### src/ppe_pkg.sv
package ppe_pkg;

	// converter sample width
	localparam int ADC_BITS = 12;

	// fixed field widths
	localparam int CAL_W = 12;
	localparam int PWR_W = 16;
	localparam int STATUS_W = 2;
	localparam int CFG_IDX_W = 3;
	localparam int CFG_DATA_W = 16;

	// arithmetic widths
	localparam int DIFF_W = ADC_BITS + 2;
	localparam int PROD_W = DIFF_W + PWR_W + 1;
	localparam int NUM_W = PROD_W + 1;
	localparam int DEN_S_W = CAL_W + 1;
	localparam int DEN_W = CAL_W;
	localparam int CMP_W = ((ADC_BITS > CAL_W + 1) ? ADC_BITS : CAL_W + 1) + 1;
	localparam int CNT_W = $clog2(NUM_W);

	localparam logic [CNT_W-1:0] DIV_LAST = CNT_W'(NUM_W - 1);

	// curve constants
	localparam logic [ADC_BITS-1:0] HELD_RST = ADC_BITS'(100);
	localparam logic signed [ADC_BITS:0] DB_LIM = 3;
	localparam logic [CMP_W-1:0] KNEE_UND = 200;
	localparam logic [CMP_W-1:0] KNEE_DIV = 130;
	localparam logic signed [DIFF_W-1:0] OFS_LOW = 200;
	localparam logic signed [DIFF_W-1:0] OFS_HIGH = 400;
	localparam logic signed [DIFF_W-1:0] OFS_DIV = 120;
	localparam logic signed [DEN_S_W-1:0] DEN_OFS_LOW = 200;
	localparam logic signed [DEN_S_W-1:0] DEN_OFS_HIGH = 400;
	localparam logic signed [NUM_W-1:0] HIGH_BIAS = 200;
	localparam logic [PWR_W-1:0] POWER_MAX = '1;

	typedef enum logic [CFG_IDX_W-1:0] {
		REG_ADC_AT_HIGH = 3'd0,
		REG_ADC_AT_LOW = 3'd1,
		REG_POWER_AT_HIGH = 3'd2,
		REG_POWER_AT_LOW = 3'd3,
		REG_UNDIVIDED_MODE = 3'd4
	} cfg_idx_t;

	typedef enum logic [STATUS_W-1:0] {
		STAT_OK = 2'd0,
		STAT_DIV_ZERO = 2'd1,
		STAT_CLAMP = 2'd2
	} status_t;

	typedef struct packed {
		logic [CAL_W-1:0] adc_at_high;
		logic [CAL_W-1:0] adc_at_low;
		logic [PWR_W-1:0] power_at_high;
		logic [PWR_W-1:0] power_at_low;
		logic undivided_mode;
	} cfg_t;

	localparam cfg_t CFG_RST = '{
		adc_at_high: 12'd3686,
		adc_at_low: 12'd410,
		power_at_high: 16'd1800,
		power_at_low: 16'd200,
		undivided_mode: 1'b1
	};

	typedef enum logic [2:0] {
		S_IDLE,
		S_DBAND,
		S_SEL,
		S_MUL,
		S_ADD,
		S_ABS,
		S_DIV,
		S_DONE
	} state_t;

	typedef struct packed {
		logic capture;
		logic dband;
		logic sel;
		logic mul;
		logic add;
		logic abs_init;
		logic div_step;
		logic load_out;
	} cmd_t;

	typedef struct packed {
		logic skip_div;
	} dp_stat_t;

endpackage

### src/photodiode_power_estimator.sv
// channel   direction  handshake              payload
// input     in         in_valid / in_stall    adc_sample
// result    out        out_valid / out_stall  power_estimate, status
// config    in         cfg_valid / cfg_ready  cfg_index, cfg_data
//
// an item runs from accept to result valid through deadband, select, multiply,
// add, sign split and the restoring divider, which retires one quotient bit a cycle;
// items landing in a zero region or with a zero divisor skip the divider
// the next item is accepted once the previous one sits in the output
// register, even while out_stall holds it
// arst_n resets control, calibration registers and the held sample (100)
// cfg_ready is always high; writes are meant only while the block is idle
module photodiode_power_estimator (
	input logic clk,
	input logic arst_n,
	// input channel
	input logic in_valid,
	output logic in_stall,
	input logic [ppe_pkg::ADC_BITS-1:0] adc_sample,
	// result channel
	output logic out_valid,
	input logic out_stall,
	output logic [ppe_pkg::PWR_W-1:0] power_estimate,
	output logic [ppe_pkg::STATUS_W-1:0] status,
	// configuration write channel
	input logic cfg_valid,
	output logic cfg_ready,
	input logic [ppe_pkg::CFG_IDX_W-1:0] cfg_index,
	input logic [ppe_pkg::CFG_DATA_W-1:0] cfg_data
);
	import ppe_pkg::*;

	// calibration registers
	cfg_t cfg;
	// controller commands and datapath feedback
	cmd_t cmd;
	dp_stat_t stat;

	// register file for the five calibration settings
	ppe_cfg u_cfg (
		.clk(clk),
		.arst_n(arst_n),
		.cfg_valid(cfg_valid),
		.cfg_ready(cfg_ready),
		.cfg_index(cfg_index),
		.cfg_data(cfg_data),
		.cfg(cfg)
	);

	// sequencer: deadband, segment select, multiply, add, sign split,
	// divide iterations, then load of the output register
	ppe_ctrl u_ctrl (
		.clk(clk),
		.arst_n(arst_n),
		.in_valid(in_valid),
		.in_stall(in_stall),
		.out_valid(out_valid),
		.out_stall(out_stall),
		.stat(stat),
		.cmd(cmd)
	);

	// held sample, operand registers, multiplier, divider, output register
	ppe_dp u_dp (
		.clk(clk),
		.arst_n(arst_n),
		.cmd(cmd),
		.cfg(cfg),
		.adc_sample(adc_sample),
		.stat(stat),
		.power_estimate(power_estimate),
		.status(status)
	);

endmodule

### src/ppe_cfg.sv
module ppe_cfg (
	input logic clk,
	input logic arst_n,
	input logic cfg_valid,
	output logic cfg_ready,
	input logic [ppe_pkg::CFG_IDX_W-1:0] cfg_index,
	input logic [ppe_pkg::CFG_DATA_W-1:0] cfg_data,
	output ppe_pkg::cfg_t cfg
);
	import ppe_pkg::*;

	cfg_t cfg_q;

	assign cfg_ready = 1'b1;
	assign cfg = cfg_q;

	// unknown indexes are dropped, upper data bits ignored
	always_ff @(posedge clk or negedge arst_n) begin
		if (!arst_n) begin
			cfg_q <= CFG_RST;
		end else if (cfg_valid && cfg_ready) begin
			case (cfg_idx_t'(cfg_index))
				REG_ADC_AT_HIGH: cfg_q.adc_at_high <= cfg_data[CAL_W-1:0];
				REG_ADC_AT_LOW: cfg_q.adc_at_low <= cfg_data[CAL_W-1:0];
				REG_POWER_AT_HIGH: cfg_q.power_at_high <= cfg_data[PWR_W-1:0];
				REG_POWER_AT_LOW: cfg_q.power_at_low <= cfg_data[PWR_W-1:0];
				REG_UNDIVIDED_MODE: cfg_q.undivided_mode <= cfg_data[0];
				default: ;
			endcase
		end
	end

endmodule

### src/ppe_dp.sv
module ppe_dp (
	input logic clk,
	input logic arst_n,
	input ppe_pkg::cmd_t cmd,
	input ppe_pkg::cfg_t cfg,
	input logic [ppe_pkg::ADC_BITS-1:0] adc_sample,
	output ppe_pkg::dp_stat_t stat,
	output logic [ppe_pkg::PWR_W-1:0] power_estimate,
	output logic [ppe_pkg::STATUS_W-1:0] status
);
	import ppe_pkg::*;

	logic [ADC_BITS-1:0] held_q;
	logic [ADC_BITS-1:0] samp_q;
	logic [ADC_BITS-1:0] v_q;
	logic zero_q;
	logic seg3_q;
	logic signed [DIFF_W-1:0] a_q;
	logic [PWR_W-1:0] b_q;
	logic signed [DEN_S_W-1:0] d_q;
	logic signed [PROD_W-1:0] prod_q;
	logic signed [NUM_W-1:0] addc_q;
	logic signed [NUM_W-1:0] n_q;
	logic [NUM_W-1:0] quo_q;
	logic [DEN_W-1:0] rem_q;
	logic [DEN_W-1:0] den_q;
	logic neg_q;
	logic [PWR_W-1:0] power_q;
	status_t status_q;

	// deadband
	logic signed [ADC_BITS:0] db_diff;
	logic db_hold;

	always_comb begin
		db_diff = $signed({1'b0, samp_q}) - $signed({1'b0, held_q});
		db_hold = (db_diff > -DB_LIM) && (db_diff < DB_LIM);
	end

	// segment selection and operands
	logic [CMP_W-1:0] v_cmp;
	logic [CMP_W-1:0] lo_knee;
	logic signed [DIFF_W-1:0] v_s;
	logic sel_zero;
	logic sel_seg3;
	logic signed [DIFF_W-1:0] sel_a;
	logic [PWR_W-1:0] sel_b;
	logic signed [DEN_S_W-1:0] sel_d;

	always_comb begin
		v_cmp = CMP_W'(v_q);
		lo_knee = CMP_W'(cfg.adc_at_low) + KNEE_UND;
		v_s = $signed({2'b00, v_q});
		if (cfg.undivided_mode) begin
			sel_zero = (v_cmp <= KNEE_UND);
			sel_seg3 = (v_cmp > lo_knee);
			if (sel_seg3) begin
				sel_a = v_s - OFS_HIGH;
				sel_b = cfg.power_at_high;
				sel_d = $signed({1'b0, cfg.adc_at_high}) - DEN_OFS_HIGH;
			end else begin
				sel_a = v_s - OFS_LOW;
				sel_b = cfg.power_at_low;
				sel_d = $signed({1'b0, cfg.adc_at_low}) - DEN_OFS_LOW;
			end
		end else begin
			sel_zero = (v_cmp < KNEE_DIV);
			sel_seg3 = 1'b0;
			sel_a = v_s - OFS_DIV;
			sel_b = {1'b0, cfg.power_at_high[PWR_W-1:1]};
			sel_d = $signed({2'b00, cfg.adc_at_high[CAL_W-1:1]});
		end
	end

	// multiply, offset term, add
	logic signed [PROD_W-1:0] prod_c;
	logic signed [NUM_W-1:0] addc_c;
	logic signed [NUM_W-1:0] n_c;

	always_comb begin
		prod_c = PROD_W'(a_q) * PROD_W'($signed({1'b0, b_q}));
		addc_c = seg3_q ? NUM_W'(d_q) * HIGH_BIAS : '0;
		n_c = NUM_W'(prod_q) + addc_q;
	end

	// sign and magnitude split for the divider
	logic signed [NUM_W-1:0] n_neg;
	logic signed [DEN_S_W-1:0] d_neg;
	logic [NUM_W-1:0] mag_c;
	logic [DEN_W-1:0] den_c;
	logic neg_c;

	always_comb begin
		n_neg = -n_q;
		d_neg = -d_q;
		mag_c = n_q[NUM_W-1] ? $unsigned(n_neg) : $unsigned(n_q);
		den_c = d_q[DEN_S_W-1] ? d_neg[DEN_W-1:0] : d_q[DEN_W-1:0];
		neg_c = n_q[NUM_W-1] ^ d_q[DEN_S_W-1];
	end

	assign stat.skip_div = zero_q || (d_q == '0);

	// restoring divide step
	logic [DEN_W:0] r_sh;
	logic [DEN_W:0] r_sub;
	logic r_ge;

	always_comb begin
		r_sh = {rem_q, quo_q[NUM_W-1]};
		r_sub = r_sh - {1'b0, den_q};
		r_ge = (r_sh >= {1'b0, den_q});
	end

	// result with clamping
	logic [PWR_W-1:0] fin_power;
	status_t fin_status;

	always_comb begin
		if (zero_q) begin
			fin_power = '0;
			fin_status = STAT_OK;
		end else if (d_q == '0) begin
			fin_power = '0;
			fin_status = STAT_DIV_ZERO;
		end else if (neg_q && (quo_q != '0)) begin
			fin_power = '0;
			fin_status = STAT_CLAMP;
		end else if (|quo_q[NUM_W-1:PWR_W]) begin
			fin_power = POWER_MAX;
			fin_status = STAT_CLAMP;
		end else begin
			fin_power = quo_q[PWR_W-1:0];
			fin_status = STAT_OK;
		end
	end

	always_ff @(posedge clk or negedge arst_n) begin
		if (!arst_n) begin
			held_q <= HELD_RST;
		end else if (cmd.dband && !db_hold) begin
			held_q <= samp_q;
		end
	end

	always_ff @(posedge clk) begin
		if (cmd.capture) begin
			samp_q <= adc_sample;
		end
		if (cmd.dband) begin
			v_q <= db_hold ? held_q : samp_q;
		end
		if (cmd.sel) begin
			zero_q <= sel_zero;
			seg3_q <= sel_seg3;
			a_q <= sel_a;
			b_q <= sel_b;
			d_q <= sel_d;
		end
		if (cmd.mul) begin
			prod_q <= prod_c;
			addc_q <= addc_c;
		end
		if (cmd.add) begin
			n_q <= n_c;
		end
		if (cmd.abs_init) begin
			quo_q <= mag_c;
			rem_q <= '0;
			den_q <= den_c;
			neg_q <= neg_c;
		end else if (cmd.div_step) begin
			quo_q <= {quo_q[NUM_W-2:0], r_ge};
			rem_q <= r_ge ? r_sub[DEN_W-1:0] : r_sh[DEN_W-1:0];
		end
		if (cmd.load_out) begin
			power_q <= fin_power;
			status_q <= fin_status;
		end
	end

	assign power_estimate = power_q;
	assign status = status_q;

endmodule

### src/ppe_ctrl.sv
module ppe_ctrl (
	input logic clk,
	input logic arst_n,
	input logic in_valid,
	output logic in_stall,
	output logic out_valid,
	input logic out_stall,
	input ppe_pkg::dp_stat_t stat,
	output ppe_pkg::cmd_t cmd
);
	import ppe_pkg::*;

	state_t state_q;
	state_t state_d;
	logic [CNT_W-1:0] cnt_q;
	logic out_valid_q;
	logic out_free;

	assign out_free = !out_valid_q || !out_stall;

	always_comb begin
		state_d = state_q;
		case (state_q)
			S_IDLE: begin
				if (in_valid) begin
					state_d = S_DBAND;
				end
			end
			S_DBAND: state_d = S_SEL;
			S_SEL: state_d = S_MUL;
			S_MUL: state_d = S_ADD;
			S_ADD: state_d = S_ABS;
			S_ABS: state_d = stat.skip_div ? S_DONE : S_DIV;
			S_DIV: begin
				if (cnt_q == DIV_LAST) begin
					state_d = S_DONE;
				end
			end
			S_DONE: begin
				if (out_free) begin
					state_d = S_IDLE;
				end
			end
			default: state_d = S_IDLE;
		endcase
	end

	always_comb begin
		cmd = '0;
		in_stall = 1'b1;
		case (state_q)
			S_IDLE: begin
				in_stall = 1'b0;
				cmd.capture = in_valid;
			end
			S_DBAND: cmd.dband = 1'b1;
			S_SEL: cmd.sel = 1'b1;
			S_MUL: cmd.mul = 1'b1;
			S_ADD: cmd.add = 1'b1;
			S_ABS: cmd.abs_init = 1'b1;
			S_DIV: cmd.div_step = 1'b1;
			S_DONE: cmd.load_out = out_free;
			default: ;
		endcase
	end

	always_ff @(posedge clk or negedge arst_n) begin
		if (!arst_n) begin
			state_q <= S_IDLE;
			cnt_q <= '0;
			out_valid_q <= 1'b0;
		end else begin
			state_q <= state_d;
			if (state_q == S_ABS) begin
				cnt_q <= '0;
			end else if (state_q == S_DIV) begin
				cnt_q <= cnt_q + 1'b1;
			end
			if (cmd.load_out) begin
				out_valid_q <= 1'b1;
			end else if (!out_stall) begin
				out_valid_q <= 1'b0;
			end
		end
	end

	assign out_valid = out_valid_q;

endmodule

### config.mk
export PLATFORM = sky130hd
export DESIGN_NAME = photodiode_power_estimator
export DESIGN_NICKNAME = d
export VERILOG_FILES = /design/src/ppe_pkg.sv /design/src/photodiode_power_estimator.sv /design/src/ppe_cfg.sv /design/src/ppe_dp.sv /design/src/ppe_ctrl.sv
export SDC_FILE = /design/constraint.sdc
export NUM_CORES = 1
export LEC_CHECK = 0
export BUFFER_PORTS_ARGS = -buffer_cell sky130_fd_sc_hd__buf_4
export CORE_MARGIN = 3
export CORE_UTILIZATION = 60
export CTS_CLUSTER_SIZE = 16
export DETAILED_ROUTE_END_ITERATION = 10
export GPL_ROUTABILITY_DRIVEN = 0
export HOLD_SLACK_MARGIN = 0.12
export PLACE_DENSITY = 0.78
export SYNTH_ARGS = -nofsm -noshare
export SYNTH_HDL_FRONTEND = slang
export SYNTH_HIERARCHICAL = 1
export SYNTH_SLANG_ARGS = --single-unit
### constraint.sdc
create_clock -name clk -period 11.17 [get_ports clk]
set_input_delay 1.117 -clock clk [delete_from_list [all_inputs] [get_ports clk]]
set_output_delay 1.117 -clock clk [all_outputs]
set_load 0.1 [all_outputs]
==> impl_results.md, run 1 <==
* Status: finished clean
* CP Data Required Time at between 10 and 15 ns
* WHS Endpoint: u_dp/a_q[0]
* Port-buffer cells at 55
* #FFs+latches synth at about 310
* F_max at ~140 MHz
* Inst Count DP at around 3100
* Post-Route Skew at around 0.027 ns
* Area share of the largest cell type after synthesis at approximately a quarter
* P&R area growth vs syn at 7.98%
* First-pass GRT wire length at between 90000 and 100000 µm
* Final setup TNS at 0 ns
* Post-CTS Setup Inserts at 0
* Slew Limit Fails at 0
* Post-route ant nets at 0
* Final worst path period share at 62.5%
* Diode count at 0
* WP buf/inv at 6
* R2R cell count at 22
* Core Box Area at roughly 42000 µm²
* Initial drt markers at 1227
* Ys async rst share at between 20% and 30%
* Final Hold Vio Count at 0
* Hold Crit Start: u_dp/v_q[0]
* Placed wire-length estimate at approximately 42000 µm
* Synth warn at 6
* CTS Hold Bufs at 0
* Setup violators final at 0
* Max Cap Viol at 0
* CP Capture Type: flop
* Tmin final at ~7.0 ns
* Die W at between 200 and 250 µm
* Worst Setup Start Kind: flop
* Crit-path max cell delay at around 0.77 ns
* Met1 wire length at about 22000 µm
* Initial Util at 61.3%
* Hold depth at 0
* Global route overflow at 0
* Num ports at 57
* Slew margin rel. at between 20% and 30%
* Clock buffer depth at 3
* Top layer in use: met4
* Critical path arrival at between 7 and 8 ns
* CP max-delay cell: a2111oi_0
* Reg2reg setup slack at between 4 and 5 ns
* Metal2 WL at 26600 µm
* Drt first pass iters at 5
* Fin area at roughly 28000 µm²
* R2r startpoint: u_dp/a_q[4]
* Sequential-to-total area share from yosys stat at between 30% and 40%
* Layout cells sized above 1 at about a tenth
* Top FF cell, synth: edfxtp_1
* Met3 routed WL at around 2400 µm
* Initial antenna violation count at 0
* Synth top area cells: edfxtp_1, fa_1, ha_1
* Crit path max-delay family: adder cells
* Kind of critical path: flop to flop
* Via density at about 5.7
* Final non-filler cell total at roughly 3100
* CTS resizes at 0
* Least-Margin Pin Slew at 1.14 ns
* Setup Slack @ Placement at ~4.2 ns
* Post-synth EDFFs at between 200 and 250
* Syn Std Cell Area at roughly 26000 µm²
* Total CTS buffers at 36
* Largest net degree at the start of global routing at 88
* Clock transition at path regs at around 0.06 ns
* Syn nets at 2982
* DRC at 0
* Insertion delay to the later sink of the worst-skew pair at approximately 0.55 ns
* Critical path, cell by cell: and2_1, fa_1, inv_1, fa_1, inv_1, fa_1, inv_1, fa_1, inv_1, fa_1, inv_1, fa_1, inv_1, ha_1, o211ai_1, a21bo_2, a31oi_1, o21ai_0, a31oi_1, a2111oi_0, nor2_1, xor2_1
* Syn Area/Cell at 10.3 µm²
* Final net count at ~3000
* Die Ht at 214 µm
* Dominant cell type by area after synthesis: edfxtp_1
* Critical-path maximum fanout at 16
* Hold Path Class: flop to flop
* Routed length per placed instance at approximately 17 µm
* Die area at 45800 µm²
* Vias in the first global route at approximately 18000
* RSZ-0062 raised after global routing: no
* Via count at approximately 18000
* Final worst slack at roughly 4.2 ns
* Tot GR Track Use at 23.7%
* Final wirelength at approximately 54000 µm
* Synth Instances at between 2000 and 3000
* CTS tree: built
* Worst reg2reg endpoint: u_dp/prod_q[28]
* Std cell rows at 75
* H-tree Lvls at 2
* Clock tree root buffer cell: clkbuf_16
* Area after DPL at approximately 27000 µm²
* Clock sink count at 313
* Post-synth cell types at a little under 100
-- stage by stage --
step           util (%)  hold slack [ns]
2_1_floorplan         -            0.400
3_3_place_gp       63.3            0.444
3_5_place_dp       63.3            0.459
4_1_cts            66.2            0.472
5_1_grt            66.2            0.478
6_report           66.2            0.470
-- cells by family after synthesis --
group           after synthesis  share of synthesized area (%)
other cells                   1                         0.0145
buf+inv                     423                           6.40
mux                         111                           4.97
xor+xnor                    138                           4.66
compound gates              412                           10.2
flops                       313                           34.4
simple gates                708                           13.9
fa+ha+maj                   420                           25.5
-- per-layer routing --
metal / vias to the layer above / GRT usage [%]
li1: 8628 / -
met1: 8719 / 30.2
met2: 490 / 41.2
met3: 139 / 3.02
met4: 0 / 9.96
met5: - / 0
-- cell type report --
cell class / count / area (µm²)
fill: 3140 / 14300
clock inverter: 23 / 231
clock buffer: 43 / 990
multi-input combinational: 1790 / 15400
timing repair buffer: 65 / 488
sequential: 313 / 8920
inverter: 336 / 1260
tap: 577 / 722
-- placed cells by master, fill, tap and decap left out, types with 9 or more instances in the layout --
cell,Yosys,routed
nor3_1,34,32
inv_1,335,335
ha_1,238,238
o211ai_1,13,13
o21a_1,19,18
mux2_2,63,63
nand3_1,26,26
xor2_1,61,61
a211oi_1,21,21
or4_1,11,11
a21oi_1,148,147
nor2b_1,24,24
xnor2_1,77,77
o21ai_0,63,63
edfxtp_1,223,223
nand2_1,190,190
mux2i_1,28,28
and3_1,22,21
buf_4,3,65
dfrtp_1,55,55
a21o_1,37,37
nor2_1,171,170
a31oi_1,12,12
dfxtp_1,12,12
o31ai_1,15,15
nor4_1,16,16
or3_1,9,9
dfstp_2,23,23
nand2b_1,31,31
mux2_4,20,20
clkbuf_16,0,38
fa_1,182,182
and2_1,123,123
nand4_1,10,10
-- worst max path at each step --
| stage | from | endpoint | slack [ns] | cells past startpoint |
|---|---|---|---|---|
| 4_1_cts | u_dp/a_q[4] | u_dp/prod_q[28] | 4.18 | 22 |
| 6_report | u_dp/a_q[4] | u_dp/prod_q[28] | 4.19 | 22 |
| 5_1_grt | u_dp/a_q[12] | u_dp/prod_q[28] | 3.85 | 19 |
| 2_1_floorplan | u_dp/a_q[7] | u_dp/prod_q[28] | 5.06 | 20 |
| 3_5_place_dp | u_dp/a_q[4] | u_dp/prod_q[28] | 4.18 | 22 |
| 3_3_place_gp | u_dp/a_q[12] | u_dp/prod_q[28] | 4.52 | 19 |
-- sequential cells by signal (all words and copies together) (netlist names), 13 cells and up --
register / cells
u_cfg/cfg: 57
u_dp/n_q: 32
u_dp/quo_q: 32
u_dp/prod_q: 31
u_dp/addc_q: 29
u_dp/b_q: 16
u_dp/power_estimate: 16
u_dp/a_q: 13
u_dp/d_q: 13
-- Yosys cell counts, drive strengths merged (10+ instances only) --
| master | number |
|---|---|
| and3 | 22 |
| dfxtp | 12 |
| nand2b | 32 |
| nand3 | 27 |
| a211oi | 22 |
| nand4 | 10 |
| nor3 | 34 |
| a21o | 38 |
| o211ai | 14 |
| a31oi | 12 |
| nor2 | 171 |
| o21ai | 69 |
| xnor2 | 77 |
| mux2i | 28 |
| fa | 182 |
| or4 | 13 |
| mux2 | 83 |
| nand2 | 191 |
| nor4 | 18 |
| ha | 238 |
| inv | 335 |
| nor2b | 24 |
| or3 | 11 |
| dfrtp | 55 |
| dfstp | 23 |
| xor2 | 61 |
| and2 | 123 |
| o31ai | 15 |
| clkbuf | 63 |
| buf | 24 |
| edfxtp | 223 |
| a21oi | 148 |
| o21a | 19 |
Power of run 1 is not shown: default switching activity piles up to over one toggle a cycle in this logic, so the estimate is an artifact.
==> run 2, diff against run 1 <==
clock period = 6.5 ns   (was 11.17 ns; I/O delays follow)
==> impl_results.md, run 2 (same netlist as run 1, synthesis figures left out) <==
* Status: finished clean
* Final net count at 3035
* Metal2 WL at between 20000 and 30000 µm
* Worst Setup Start Kind: flop
* Crit-path max cell delay at around 0.55 ns
* Initial antenna violation count at 0
* Tmin final at between 6 and 7 ns
* Most frequent cells in the layout: inv_1, ha_1, edfxtp_1
* Slew margin rel. at roughly a quarter
* Most common cell after layout, fill and taps aside: inv_1
* CP max-delay cell: fa_1
* Clock sink count at 313
* Diode count at 0
* Post-Route Skew at between 0.02 and 0.03 ns
* P&R area growth vs syn at 8.71%
* Critical path, cell by cell: buf_4, and2_1, fa_1, inv_1, fa_1, inv_1, fa_1, fa_1, fa_1, inv_1, fa_1, inv_1, ha_1, o211ai_1, a21bo_2, a31oi_1, o21ai_1, a31oi_2, a2111oi_2, nor2_1, xor2_1
* Critical path arrival at about 6.5 ns
* Initial drt markers at roughly 1200
* First-pass GRT wire length at a little under 90000 µm
* Port-buffer cells at 55
* Die area at about 46000 µm²
* CP Data Required Time at around 6.8 ns
* Top layer in use: met4
* Tot GR Track Use at between 20% and 30%
* Register area at slightly below 9000 µm²
* Num ports at 57
* Max Cap Viol at 0
* RSZ-0062 raised after global routing: no
* Crit-path most repeated cell: fa_1
* Clock transition at path regs at approximately 0.060 ns
* Placed wire-length estimate at between 40000 and 50000 µm
* Hold Path Class: input pin to flop
* Largest net degree at the start of global routing at between 80 and 90
* Layout cells sized above 1 at a little under an eighth
* Clock buffer depth at 3
* Multi-input gate area at about 15000 µm²
* Final Hold Vio Count at 0
* Clock tree root buffer cell: clkbuf_16
* CTS Hold Bufs at 0
* Die Ht at about 210 µm
* Vias in the first global route at about 18000
* H-tree Lvls at 2
* Core Box Area at ~42000 µm²
* CP Capture Type: flop
* Critical-path maximum fanout at 15
* Via count at 18000
* Met3 routed WL at between 2000 and 2500 µm
* Final worst path period share at between 90% and 100%
* Met1 wire length at 22700 µm
* Post-route ant nets at 0
* Max reg flops at between 50 and 60
* F_max at about 160 MHz
* Fillcell total at just over 3000
* Die W at roughly 210 µm
* Kind of critical path: flop to flop
* Total CTS buffers at 35
* DRC at 0
* Via density at 5.66
* Std cell rows at 75
* Drt first pass iters at 6
* Worst hold slack at 0.293 ns
* Slew Limit Fails at 0
* Routed length per placed instance at roughly 17 µm
* Global route overflow at 0
* Final wirelength at 53700 µm
* CTS tree: built
* Insertion delay to the later sink of the worst-skew pair at 0.53 ns
* Least-Margin Pin Slew at roughly 1.1 ns
* Initial Util at approximately three fifths
* Setup violators final at 0
==> run 2: worst paths after layout <==
kind,from,endpoint,slack [ns],cells after the start
setup reg to reg,u_dp/a_q[4],u_dp/prod_q[28],0.31,21
min in group asynchronous,arst_n,u_cfg/cfg[29],0.30,1
max in group asynchronous,arst_n,u_ctrl/cnt_q[3],5.54,1
hold / removal,adc_sample[8],u_dp/samp_q[8],0.29,1
hold reg to reg,u_dp/v_q[0],u_dp/a_q[0],0.47,0
setup / recovery,u_dp/a_q[4],u_dp/prod_q[28],0.31,21
==> run 2: layer usage <==
metal / global-route usage [%] / vias up
met5: 0 / -
met4: 8.10 / 0
met3: 3.70 / 105
met2: 41.1 / 451
met1: 29.7 / 8749
li1: - / 8689
==> run 2: critical path: cells and delay by family, from the launching register on <==
family	cells	cell delay, ns
AND/OR/NAND/NOR	2	0.33
flip-flops	1	0.37
XOR/XNOR	1	0.16
AO/OA/AOI/OAI	6	1.19
adder cells (fa/ha/maj)	7	3.49
buffers and inverters	5	0.42
==> run 2: area by class of cell <==
class / instances / share of cell area (%)
Multi-Input combinational cell: 1790 / 54.7
Inverter: 336 / 4.47
Sequential cell: 313 / 31.6
Timing Repair Buffer: 103 / 2.74
Clock inverter: 15 / 0.568
Clock buffer: 47 / 3.34
Tap cell: 577 / 2.56
==> run 2: timing repair <==
| action | 4_1_cts | 5_1_grt |
|---|---|---|
| pin swaps | 0 | 2 |
| buffers inserted | 0 | 8 |
| gates resized for setup | 2 | 4 |
| endpoints found under the setup margin | 2 | 8 |
==> run 2: through the flow <==
stage / cells / setup slack [ns] / instance area, µm² / TNS, ns / utilization (%)
finish: 3181 / 0.311 / 28200 / 0 / 66.6
global route: 3181 / 0.0122 / 28200 / 0 / 66.6
CTS: 3173 / 0.0903 / 28100 / 0 / 66.5
detailed placement: 3111 / -0.115 / 27000 / -0.203 / 63.8
global placement: 3111 / 0.126 / 27000 / 0 / 63.8
floorplan: 2526 / 0.388 / 25900 / 0 / -
Power of run 2 is left out for the same reason.
==> run 3, diff against run 2 <==
RECOVER_POWER = 25   (was not set)
==> impl_results.md, run 3 (same netlist as run 1, synthesis figures left out) <==
* R2r startpoint: u_dp/a_q[4]
* Stages on the worst setup path at 21
* CP max-delay cell: fa_1
* Slew margin rel. at -191%
* Via density at 5.67
* Final wirelength at between 50000 and 60000 µm
* Critical path arrival at between 6 and 7 ns
* Clock tree root buffer cell: clkbuf_16
* Hold Path Class: input pin to flop
* Max Cap Viol at 2
* Drt first pass iters at 6
* Fillcell total at approximately 3100
* Most common cell after layout, fill and taps aside: inv_1
* H-tree Lvls at 2
* Vias in the first global route at roughly 18000
* Num ports at between 50 and 60
* CP Capture Type: flop
* Final worst path period share at 95.2%
* Violated checks: max-capacitance violations, max-slew violations
* First-pass GRT wire length at 89300 µm
* Final setup TNS at 0 ns
* Critical path, cell by cell: buf_4, and2_1, fa_1, inv_1, fa_1, inv_1, fa_1, fa_1, fa_1, inv_1, fa_1, inv_1, ha_1, o211ai_1, a21bo_2, a31oi_1, o21ai_1, a31oi_2, a2111oi_2, nor2_1, xor2_1
* Crit-path max cell delay at around 0.55 ns
* Crit path capture: u_dp/prod_q[28]
* F_max at roughly 160 MHz
* Clock transition at path regs at about 0.06 ns
* Diode count at 0
* Reg2reg setup slack at between 0.3 and 0.4 ns
* Via count at 18000
* Die W at around 210 µm
* Initial drt markers at between 1000 and 1500
* Die Ht at approximately 210 µm
* Least-Margin Pin Slew at ~4.4 ns
* Clock sink count at roughly 310
* Global route overflow at 0
* Crit. Startpoint: u_dp/a_q[4]
* Setup violators final at 0
* Crit path max-delay family: adder cells
* Post-route ant nets at 0
* Most frequent cells in the layout: inv_1, ha_1, edfxtp_1
* Status: finished, violations left
* Worst reg2reg endpoint: u_dp/prod_q[28]
* Worst Setup Start Kind: flop
* R2R cell count at 21
* Clock buffer depth at 3
* Initial Util at roughly 60%
* Tmin final at approximately 6.2 ns
* Placed wire-length estimate at 42000 µm
* CP Data Required Time at ~6.8 ns
* Finished Core Util at between 60% and 70%
* Total CTS buffers at 35
* P&R area growth vs syn at 8.57%
* Critical-path maximum fanout at 15
* Post-Route Skew at 0.0292 ns
* Routed length per placed instance at approximately 17 µm
* Die area at 45800 µm²
* CTS Hold Bufs at 0
* Initial antenna violation count at 0
* DRC at 0
* Final net count at approximately 3000
* Tot GR Track Use at a little under a quarter
* Max reg flops at between 50 and 60
* CTS tree: built
* RSZ-0062 raised after global routing: no
* Final Hold Vio Count at 0
* Largest net degree at the start of global routing at 88
* Layout cells sized above 1 at between 10 and 15%
* Insertion delay to the later sink of the worst-skew pair at ~0.53 ns
* Kind of critical path: flop to flop
* WP buf/inv at 5
* Slew Limit Fails at 150
* Port-buffer cells at between 50 and 60
* Core Box Area at approximately 42000 µm²
* Std cell rows at between 70 and 80
* Crit-path most repeated cell: fa_1
==> run 3: cell count changes in the layout (fill, tap and decap cells not counted), sizes merged <==
cell,previous run,this run
buf,103,85
clkbuf,47,65
==> run 3: worst min-delay path by stage <==
stage,startpoint,endpoint,depth (start not counted)
floorplan,arst_n,u_cfg/cfg[10],0
finish,adc_sample[8],u_dp/samp_q[8],1
CTS,adc_sample[8],u_dp/samp_q[8],1
detailed placement,u_dp/v_q[0],u_dp/a_q[0],0
global route,adc_sample[8],u_dp/samp_q[8],1
global placement,u_dp/v_q[0],u_dp/a_q[0],0
==> run 3: area by class of cell <==
cell class	instances	area [µm²]	area share (%)
clock buffers	47	942	3.34
clock inverters	15	160	0.569
inverters	336	1260	4.48
multi-input cells	1790	15400	54.7
flip-flops and latches	313	8920	31.7
well taps	577	722	2.56
repair buffers	103	751	2.66
==> run 3: what timing repair did <==
action	in CTS	in global routing
setup endpoints to repair	2	8
pin swaps	0	2
cloned	0	0
setup buffers	0	8
resized for setup	2	4
==> run 3: stage by stage <==
stage | hold WS, ns | area (µm²) | cells | setup WS (ns)
after global routing | 0.300 | 28200 | 3181 | 0.0122
final | 0.315 | 28200 | 3181 | 0.309
after global placement | 0.440 | 27000 | 3111 | 0.126
after floorplan | 0.354 | 25900 | 2526 | 0.388
after detailed placement | 0.459 | 27000 | 3111 | -0.115
after CTS | 0.267 | 28100 | 3173 | 0.0903
==> run 3: per-layer routing <==
| metal | GRT usage (%) | part of all wire (%) | vias up |
|---|---|---|---|
| met5 | 0 | 0 | - |
| met4 | 8.10 | 2.9 | 0 |
| met3 | 3.70 | 4.9 | 101 |
| met2 | 41.1 | 50 | 472 |
| met1 | 29.7 | 42 | 8754 |
| li1 | - | - | 8695 |
==> run 3: worst reg2reg max path: cells and delay by family (launching register included) <==
family          cells  cell delay [ns]
compound gates      6             1.20
xor+xnor            1             0.16
fa+ha+maj           7             3.49
buf+inv             5             0.42
flops               1             0.37
simple gates        2             0.33
Power of run 3 is left out for the same reason.
